===== src/rtl/tlbw_pkg.sv =====
// Package for the TLB and page-walk block: default sizes, fixed field
// widths and the state type of the back end. No dependencies.
`default_nettype none

package tlbw_pkg;

  localparam int OFFSET_BITS_DEF = 12;
  localparam int DIR_BITS_DEF    = 10;
  localparam int TABLE_BITS_DEF  = 10;
  localparam int FRAME_COUNT_DEF = 256;
  localparam int TLB_ENTRIES_DEF = 16;

  localparam int VA_W  = 32;
  localparam int PA_W  = 20;
  localparam int CNT_W = 32;
  localparam int AGE_W = 32;

  typedef enum logic [2:0] {
    S_CLEAR,
    S_IDLE,
    S_LOOK,
    S_PT,
    S_SCAN,
    S_FILL,
    S_DONE
  } back_state_t;

endpackage

`default_nettype wire


===== src/rtl/tlbw_front.sv =====
// Front end: accepts virtual addresses, splits them into page number and
// offset and holds them in a two-entry queue. Uses tlbw_pkg.
`default_nettype none

module tlbw_front #(
  parameter int OFFSET_BITS = tlbw_pkg::OFFSET_BITS_DEF,
  parameter int VPN_BITS    = tlbw_pkg::DIR_BITS_DEF + tlbw_pkg::TABLE_BITS_DEF
) (
  input  wire logic                        clk,
  input  wire logic                        rst_n,
  input  wire logic                        in_valid,
  output logic                             in_stall,
  input  wire logic [tlbw_pkg::VA_W-1:0]   in_virt_addr,
  input  wire logic                        busy_clear,
  output logic                             q_valid,
  input  wire logic                        q_pop,
  output logic [VPN_BITS-1:0]              q_vpn,
  output logic [OFFSET_BITS-1:0]           q_offset
);
  import tlbw_pkg::*;

  localparam int SPLIT_W = OFFSET_BITS + VPN_BITS;

  logic [SPLIT_W-1:0]     va_ext;
  logic [VPN_BITS-1:0]    vpn_r [2];
  logic [OFFSET_BITS-1:0] off_r [2];
  logic                   wp_r, rp_r;
  logic [1:0]             cnt_r;
  logic                   push;

  assign va_ext   = SPLIT_W'(in_virt_addr);
  assign in_stall = busy_clear || (cnt_r == 2'd2);
  assign push     = in_valid && !in_stall;
  assign q_valid  = (cnt_r != 2'd0);
  assign q_vpn    = vpn_r[rp_r];
  assign q_offset = off_r[rp_r];

  always_ff @(posedge clk) begin
    if (push) begin
      vpn_r[wp_r] <= va_ext[SPLIT_W-1:OFFSET_BITS];
      off_r[wp_r] <= va_ext[OFFSET_BITS-1:0];
    end
  end

  always_ff @(posedge clk) begin
    if (!rst_n) begin
      wp_r  <= 1'b0;
      rp_r  <= 1'b0;
      cnt_r <= 2'd0;
    end else begin
      if (push) begin
        wp_r <= !wp_r;
      end
      if (q_pop) begin
        rp_r <= !rp_r;
      end
      if (push && !q_pop) begin
        cnt_r <= cnt_r + 2'd1;
      end else if (!push && q_pop) begin
        cnt_r <= cnt_r - 2'd1;
      end
    end
  end

endmodule

`default_nettype wire


===== config.mk =====
export PLATFORM = sky130hd
export DESIGN_NAME = tlbw_front
export DESIGN_NICKNAME = d
export VERILOG_FILES = /design/src/rtl/tlbw_pkg.sv /design/src/rtl/tlbw_front.sv
export SDC_FILE = /design/constraint.sdc
export NUM_CORES = 1
export LEC_CHECK = 0
export BUFFER_PORTS_ARGS = -buffer_cell sky130_fd_sc_hd__buf_4
export CAP_MARGIN = 25
export CORE_ASPECT_RATIO = 1.4
export CORE_MARGIN = 1
export CORE_UTILIZATION = 45
export CTS_BUF_LIST = sky130_fd_sc_hd__clkbuf_4 sky130_fd_sc_hd__clkbuf_8 sky130_fd_sc_hd__clkbuf_16
export CTS_CLUSTER_DIAMETER = 100
export DETAILED_ROUTE_END_ITERATION = 8
export PLACE_DENSITY = 0.72
export REMOVE_ABC_BUFFERS = 1
export SYNTH_ARGS = -nofsm -noshare
export SYNTH_HDL_FRONTEND = slang
export SYNTH_SLANG_ARGS = --single-unit

===== constraint.sdc =====
create_clock -name clk -period 3.6 [get_ports clk]
set_clock_uncertainty 0.05 [all_clocks]
set_input_delay 0.18 -clock clk [delete_from_list [all_inputs] [get_ports clk]]
set_output_delay 0.18 -clock clk [all_outputs]
set_load 0.02 [all_outputs]

==> results of run 1 <==
## registers in the layout, summed over array words and instances (netlist names), named ones only
signal / cells
vpn_r: 40
off_r: 24
cnt_r: 2
rp_r: 1
wp_r: 1
## per-stage QoR
step / instances / power, uW / hold slack, ps / setup slack [ps]
after floorplan: 122 / 1090 / 229 / 985
after global placement: 262 / 1200 / 317 / 1710
after detailed placement: 262 / 1210 / 318 / 1600
after CTS: 310 / 1840 / 41.9 / 1430
after global routing: 310 / 1890 / 54.3 / 1330
final: 310 / 1820 / 55.4 / 1470
## final cells by class
cell class,instances,share of cell area (%)
Tap cell,68,2.32
Multi-Input combinational cell,52,13.8
Sequential cell,69,55.1
Clock buffer,10,3.58
Inverter,1,0.102
Clock inverter,6,1.70
Timing Repair Buffer,104,23.4
## cells in the mapped netlist
| cell | n | area, um2 |
|---|---|---|
| a21boi_1 | 1 | 7.51 |
| and2_1 | 4 | 25.0 |
| and3_1 | 1 | 6.26 |
| buf_4 | 3 | 22.5 |
| clkbuf_2 | 1 | 5.00 |
| dfxtp_1 | 5 | 100 |
| edfxtp_1 | 64 | 1920 |
| ha_1 | 1 | 12.5 |
| inv_1 | 1 | 3.75 |
| mux2_1 | 2 | 22.5 |
| mux2_2 | 30 | 338 |
| nand2_1 | 1 | 3.75 |
| nand2b_1 | 2 | 12.5 |
| nand4b_1 | 1 | 8.76 |
| nor2b_1 | 2 | 12.5 |
| o21ai_0 | 2 | 10.0 |
| or2_2 | 1 | 6.26 |
| or3_1 | 1 | 6.26 |
| xnor2_1 | 1 | 8.76 |
| xor2_1 | 2 | 17.5 |
## cells by family (layout without fill, tap and decap cells)
group	count (synthesis)	in the layout	synth area share, %
DFF	69	69	79.3
muxes	32	32	14.1
and+or+nand+nor	13	13	3.19
buffers and inverters	5	121	1.23
AOI/OAI and AO/OA	3	3	0.687
xor gates and xnor gates	3	3	1.03
adders and majority gates	1	1	0.490
## per-layer routing
metal	vias up	track usage [%]	wire length (um)
met3	14	5.15	192
met2	48	31.2	2750
met5	-	0	0
met1	704	17.6	1670
li1	707	-	-
met4	0	9.96	163
## worst max-delay path by stage
stage | from | to | slack [ps] | cells past startpoint
6_report | flop | q_vpn[5] | 1470 | 3
5_1_grt | flop | q_vpn[5] | 1330 | 3
2_1_floorplan | cnt_r[0]$_SDFFE_PN0P_ | off_r[0][0]$_DFFE_PP_ | 980 | 3
4_1_cts | flop | q_vpn[5] | 1430 | 3
3_5_place_dp | cnt_r[0]$_SDFFE_PN0P_ | off_r[0][6]$_DFFE_PP_ | 1600 | 3
3_3_place_gp | cnt_r[0]$_SDFFE_PN0P_ | vpn_r[0][3]$_DFFE_PP_ | 1710 | 3
## where the power goes
group | leakage (uW) | total (uW) | switching (uW) | internal [uW]
Combinational | 0.000672 | 282 | 133 | 149
Clock | 0.0000937 | 600 | 274 | 326
Sequential | 0.000628 | 941 | 18.8 | 922
## critical path: stages, from the launching register on
cell	delay, ps
dfxtp_1	630
buf_4	380
mux2_2	390
buf_4	160
## timing repair
action	in CTS	in global routing
endpoints found under the hold margin	64	0
setup buffers	0	0
hold buffers	32	0
==> metrics.txt, run 1 <==
Least-Margin Pin Slew=923 ps; max-slew violations=0; reg-to-reg startpoint=cnt_r[0]$_SDFFE_PN0P_; FF-to-FF End=vpn_r[0][4]$_DFFE_PP_; first-pass GRT wire length=7.61 mm; status=complete, no violations; Routed WL=4.77 mm; GPL Wtd Cong=0.679; hold_sp=rst_n; syn_area_per_cell=20.2 um2; CP Max Fanout=21; multi-input logic area=505 um2; f_max=0.469 GHz; share of layout cells above drive strength 1=49.2%; Area Overhead vs Synth=43.9%; WP data arrival=1900 ps; ratio of final minimum period to clock period=59.2%; post-cts resize count=0; reg2reg path depth=3; Design Area, Final=0.00367 mm2; final setup fails=0; r2r setup slk=1590 ps; pin count of the biggest net entering global routing=33; H-tree Lvls=3; most common cell after layout, fill and taps aside=buf_4; post-route minimum period=2130 ps; I/O Pins=71; Max Cap Viol=0; Starting Density=46.5%; Unique masters post-synth=20; antenna viol nets, final=0; Synth Register Bits=69; # diodes=0; CTS clk-pin slew, worst paths=70 ps; Initial DRT Pass Iterations=4; max_slew headroom=38.3%; Post-Place Cell Area=0.00316 mm2; vias in the first global route=1,640; Setup TNS=0 ps; critical path endpoint category=output port; CTS Sinks=69; Die Wd=65.6 um; Post-Syn Instances=126; Worst-Skew Late Latency=320 ps; register area=0.00202 mm2; total core area=0.00549 mm2; Max VDD drop=0.000345 V; drc violations=0; Worst EP required=3370 ps; Port-buffer cells=70; Lkg Pwr=0.00139 uW; via/cell ratio=4.75; most frequent cells in the layout=buf_4 (72), edfxtp_1 (64), dlygate4sd3_1 (32), mux2_2 (30), clkbuf_8 (9); CP startpoint kind=flop; final core occ=66.9%; Final Hold Viols=0; HP Class=in2reg; die span in y=91.1 um; FILL cells=384; routed vias=1,473; Initial DRC Count=68; wire per inst=15.4 um; cts bufs inserted=9; crit path kind=reg2out; total gr overflow=0; post-DP HPWL=3.02 mm; Hold Crit Depth=2; CTS tree=done; Site Rows=32; die area=0.00598 mm2; pwr/cell area=496 mW/mm2; Yosys warnings=0; RSZ-0062 raised after global routing=no; Mapped Area=0.00255 mm2; Root Driver=clkbuf_8; nets=275; sequential share of the synthesized area=79.3%; GRT Overall Usage=17.6%; deepest clock path buffer count=2; initial antenna violation count=0
Note: power is estimated with default switching activity, not from simulation.
==> run 2, diff against run 1 <==
PLACE_DENSITY = 0.75   (was 0.72)
clock period = 1.85 ns   (was 3.6 ns; I/O delays follow)
==> run 2 against run 1 <==
The run now ends with design-rule violations left. Clock power rose by 87%. Routed wire length fell by 3.4%. Critical path depth rose by 2. Setup slack got worse by 1200 ps. Critical path type is now reg2reg. Largest cell class unchanged. Largest power group unchanged.
==> metrics.txt, run 2 (same netlist as run 1, synthesis figures left out) <==
nets=279 (was 275); final core occ=67.6% (was 66.9%); CTS tree=done (unchanged); Routed WL=4.61 mm (was 4.77 mm); Setup TNS=0 ps (unchanged); hold_sp=q_pop (was rst_n); failing checks=design-rule violations; final worst setup slack=220 ps (was 1470 ps); Final Hold Viols=0 (unchanged); total gr overflow=0 (unchanged); GRT Overall Usage=16.3% (was 17.6%); Worst-Skew Late Latency=320 ps (about the same); Design Area, Final=0.00371 mm2 (was 0.00367 mm2); # diodes=0 (unchanged); most common cell after layout, fill and taps aside=buf_4 (unchanged); Post-Place Cell Area=0.00319 mm2 (was 0.00316 mm2); wire per inst=14.7 um (was 15.4 um); max_slew headroom=82.3% (was 38.3%); Largest regs=vpn_r x40, off_r x24, cnt_r x2 (unchanged); HP Class=in2reg (unchanged); ratio of final minimum period to clock period=88.1%; routed vias=1,513 (was 1,473); pwr/cell area=946 mW/mm2 (was 496 mW/mm2); vias in the first global route=1,558 (was 1,640); CTS Sinks=69 (unchanged); register area=0.00202 mm2 (unchanged); deepest clock path buffer count=2 (unchanged); initial antenna violation count=0 (unchanged); critical path endpoint category=flop (was output port); Place WS=224 ps (was 1600 ps); I/O Pins=71 (unchanged); Initial DRC Count=35 (was 68); CP Max Fanout=4 (was 21); die area=0.00598 mm2 (unchanged); Port-buffer cells=70 (unchanged); die span in y=91.1 um (unchanged); Top reg by flops=vpn_r (unchanged); multi-input logic area=505 um2 (unchanged); Max Cap Viol=0 (unchanged); max-slew violations=0 (unchanged); post-DP HPWL=2.83 mm (was 3.02 mm); status=finished, violations left (was complete, no violations); WP data arrival=1830 ps (was 1900 ps); CTS clk-pin slew, worst paths=60 ps (was 70 ps); final setup fails=0 (unchanged); Least-Margin Pin Slew=265 ps (was 923 ps); Initial DRT Pass Iterations=6 (was 4); Max VDD drop=0.000749 V (was 0.000345 V); antenna viol nets, final=0 (unchanged); final hold slack=57.8 ps (was 55.4 ps); Die Wd=65.6 um (unchanged); GPL Wtd Cong=0.720 (was 0.679); cts bufs inserted=9 (unchanged); drc violations=1 (was 0); setup bufs post-CTS=0 (unchanged); total core area=0.00549 mm2 (unchanged); Site Rows=32 (unchanged); Lkg Pwr=0.00141 uW (was 0.00139 uW); share of layout cells above drive strength 1=48.8% (was 49.2%); Starting Density=46.5% (unchanged); post-route minimum period=1630 ps; pin count of the biggest net entering global routing=33 (unchanged); Root Driver=clkbuf_8 (unchanged); Area Overhead vs Synth=45.3% (was 43.9%); r2r setup slk=220 ps (was 1590 ps); first-pass GRT wire length=6.96 mm (was 7.61 mm); via/cell ratio=4.82 (was 4.75); Worst EP required=2050 ps (was 3370 ps); crit path kind=reg2reg (was reg2out); FILL cells=391 (was 384); RSZ-0062 raised after global routing=no (unchanged); crit path from=cnt_r[0]$_SDFFE_PN0P_; max reg flops=40 (unchanged); H-tree Lvls=3 (unchanged); f_max=0.613 GHz; most frequent cells in the layout=buf_4 (74), edfxtp_1 (64), dlygate4sd3_1 (33), mux2_2 (30), clkbuf_8 (9) (was buf_4 (72), edfxtp_1 (64), dlygate4sd3_1 (32), mux2_2 (30), clkbuf_8 (9)); reg-to-reg startpoint=cnt_r[0]$_SDFFE_PN0P_ (unchanged); CP startpoint kind=flop (unchanged)
[run 2: worst max-delay path: stages (launching register included)]
cell and delay, ps:
dfxtp_1 340, nand2b_1 190, and2_1 180, ha_1 310, or3_1 350, a21boi_1 140
[run 2: repair_timing]
action | CTS | global route
endpoints found under the hold margin | 67 | 0
hold buffers | 33 | 0
endpoints found under the setup margin | 0 | 0
gates resized for setup | 0 | 0
[run 2: through the flow]
stage          power (uW)  cells
2_1_floorplan        2130    122
3_3_place_gp         2360    265
3_5_place_dp         2370    265
4_1_cts              3540    314
5_1_grt              3640    314
6_report             3510    314
[run 2: where the power goes]
group / internal [uW] / total [uW] / switching, uW
clock: 621 / 1120 / 501
sequential: 1790 / 1820 / 26.6
combinational: 302 / 566 / 264
total: 2720 / 3510 / 792
[run 2: worst paths after layout]
| path | end | cells past startpoint |
|---|---|---|
| setup / recovery | cnt_r[1]$_SDFFE_PN0P_ | 5 |
| hold / removal | rp_r$_SDFFE_PN0P_ | 3 |
| setup reg to reg | cnt_r[1]$_SDFFE_PN0P_ | 5 |
| hold reg to reg | cnt_r[1]$_SDFFE_PN0P_ | 2 |
[run 2: layout make-up]
cell class	instances	share of cell area, %
timing repair buffer	108	24.4
inverter	1	0.101
clock buffer	10	3.54
clock inverter	6	1.45
multi-input combinational	52	13.6
sequential	69	54.5
tap	68	2.29
[run 2: per-layer routing]
metal | GRT usage (%) | vias to the layer above | wire length [um]
met2 | 28.9 | 49 | 2560
li1 | - | 715 | -
met3 | 3.89 | 17 | 140
met4 | 11.1 | 0 | 201
met5 | 0 | - | 0
met1 | 16.0 | 732 | 1710
==> run 3, diff against run 2 <==
CORE_MARGIN = 8   (was 1)
==> run 3 against run 2 <==
The flow now finishes without violations. Routed wire length is 7.7% higher. First-iteration DRC count grew to 3.5 times the previous value. Hold slack worse by 31 ps. Sequential share of layout area is 0.22 points lower. Setup slack worse by 17 ps. Sequential power hardly changed. Utilization is 0.27 points higher. Largest cell class unchanged.
==> metrics.txt, run 3 (same netlist as run 1, synthesis figures left out) <==
ratio of final minimum period to clock period=89.1% (was 88.1%); Max VDD drop=0.000758 V (was 0.000749 V); HP Class=in2reg (unchanged); Top reg by flops=vpn_r (unchanged); wire per inst=15.8 um (was 14.7 um); vias in the first global route=1,611 (was 1,558); post-DP HPWL=3.20 mm (was 2.83 mm); multi-input logic area=505 um2 (unchanged); Routed WL=4.97 mm (was 4.61 mm); crit path from=cnt_r[0]$_SDFFE_PN0P_ (unchanged); total gr overflow=0 (unchanged); die area=0.00837 mm2 (was 0.00598 mm2); Worst EP required=2070 ps (was 2050 ps); share of layout cells above drive strength 1=49.4% (was 48.8%); Site Rows=32 (unchanged); max-slew violations=0 (unchanged); routed vias=1,482 (was 1,513); CTS Sinks=69 (unchanged); Die Wd=79.6 um (was 65.6 um); crit path kind=reg2reg (unchanged); Lkg Pwr=0.00141 uW (about the same); first-pass GRT wire length=7.57 mm (was 6.96 mm); Starting Density=46.5% (unchanged); Area Overhead vs Synth=45.9% (was 45.3%); f_max=0.607 GHz (was 0.613 GHz); Tot Pwr=3530 uW (was 3510 uW); CTS tree=done (unchanged); CP startpoint kind=flop (unchanged); critical path endpoint category=flop (unchanged); FILL cells=359 (was 391); WP data arrival=1870 ps (was 1830 ps); r2r setup slk=200 ps (was 220 ps); Initial DRC Count=122 (was 35); total core area=0.00549 mm2 (unchanged); Critical Path Sink=cnt_r[1]$_SDFFE_PN0P_ (unchanged); I/O Pins=71 (unchanged); Max Cap Viol=0 (unchanged); cts bufs inserted=9 (unchanged); Place WS=216 ps (was 224 ps); register area=0.00202 mm2 (unchanged); pwr/cell area=948 mW/mm2 (was 946 mW/mm2); Largest regs=vpn_r x40, off_r x24, cnt_r x2 (unchanged); RSZ-0062 raised after global routing=no (unchanged); Root Driver=clkbuf_8 (unchanged); final setup fails=0 (unchanged); # hold bufs at CTS=33 (unchanged); deepest clock path buffer count=2 (unchanged); CTS clk-pin slew, worst paths=70 ps (was 60 ps); Port-buffer cells=70 (unchanged); max reg flops=40 (unchanged); reg2reg path depth=5 (unchanged); GRT Overall Usage=12.2% (was 16.3%); setup bufs post-CTS=0 (unchanged); CP Max Fanout=4 (unchanged); antenna viol nets, final=0 (unchanged); die span in y=105 um (was 91.1 um); via/cell ratio=4.70 (was 4.82); Worst-Skew Late Latency=330 ps (was 320 ps); Design Area, Final=0.00372 mm2 (was 0.00371 mm2); Post-Place Cell Area=0.00320 mm2 (was 0.00319 mm2); GPL Wtd Cong=0.708 (was 0.720); post-cts resize count=0 (unchanged); Final Hold Viols=0 (unchanged); pin count of the biggest net entering global routing=33 (unchanged); status=complete, no violations (was finished, violations left); FF-to-FF End=cnt_r[1]$_SDFFE_PN0P_ (unchanged); most frequent cells in the layout=buf_4 (72), edfxtp_1 (64), dlygate4sd3_1 (33), mux2_2 (30), clkbuf_8 (9) (was buf_4 (74), edfxtp_1 (64), dlygate4sd3_1 (33), mux2_2 (30), clkbuf_8 (9)); Least-Margin Pin Slew=235 ps (was 265 ps); max_slew headroom=84.3% (was 82.3%); initial antenna violation count=2 (was 0); nets=278 (was 279); final worst setup slack=202 ps (was 220 ps); drc violations=0 (was 1); Initial DRT Pass Iterations=4 (was 6); Setup TNS=0 ps (unchanged); post-route minimum period=1650 ps (was 1630 ps); reg-to-reg startpoint=cnt_r[0]$_SDFFE_PN0P_ (unchanged); H-tree Lvls=3 (unchanged); most common cell after layout, fill and taps aside=buf_4 (unchanged)
==> run 3: changes by cell type in the layout (fill, tap and decap cells not counted) <==
cell | previous run | this run
clkinvlp_4 | 1 | 3
buf_12 | 1 | 2
clkinv_1 | 3 | 1
clkbuf_4 | 1 | 0
clkinv_2 | 1 | 2
buf_4 | 74 | 72
diode_2 | 0 | 2
==> run 3: area by class of cell <==
cell class | count | share of cell area (%)
tap | 68 | 2.29
sequential | 69 | 54.3
timing repair buffer | 107 | 24.5
antenna | 2 | 0.134
clock inverter | 7 | 1.78
clock buffer | 9 | 3.33
multi-input combinational | 52 | 13.6
inverter | 1 | 0.101
==> run 3: power by group <==
part           total, uW  internal [uW]  switching, uW
Combinational        573            303            270
Sequential          1820           1790           26.2
Clock               1140            611            524
Total               3530           2710            820
==> run 3: worst min path at each step <==
stage                               start                     to  cells past startpoint  slack [ps]
final                          busy_clear      wp_r$_SDFFE_PN0N_                      4          30
after global routing           busy_clear      wp_r$_SDFFE_PN0N_                      4          50
after CTS                      busy_clear      wp_r$_SDFFE_PN0N_                      4          20
after detailed placement  in_virt_addr[2]  off_r[1][2]$_DFFE_PP_                      1         230
after global placement    in_virt_addr[8]  off_r[0][8]$_DFFE_PP_                      1         230
after floorplan           in_virt_addr[0]  off_r[0][0]$_DFFE_PP_                      0         140
==> run 3: layer usage <==
layer  GRT usage, %  share of wire (%)
met4           10.6                3.4
met5              0                  0
met1           9.82                 32
met2           22.9                 59
met3           3.26                5.2
==> run 3: metrics by stage <==
| step | hold slack [ps] | util [%] | std cells |
|---|---|---|---|
| 2_1_floorplan | 141 | - | 122 |
| 5_1_grt | 45.3 | 67.9 | 315 |
| 3_5_place_dp | 231 | 58.3 | 264 |
| 4_1_cts | 21.8 | 67.8 | 313 |
| 3_3_place_gp | 228 | 58.3 | 264 |
| 6_report | 26.7 | 67.9 | 315 |
==> run 3: worst max-delay path, stage by stage, from the launching register on <==
cell,delay [ps]
dfxtp_1,350
nand2b_1,190
and2_1,190
ha_1,310
or3_1,360
a21boi_1,140
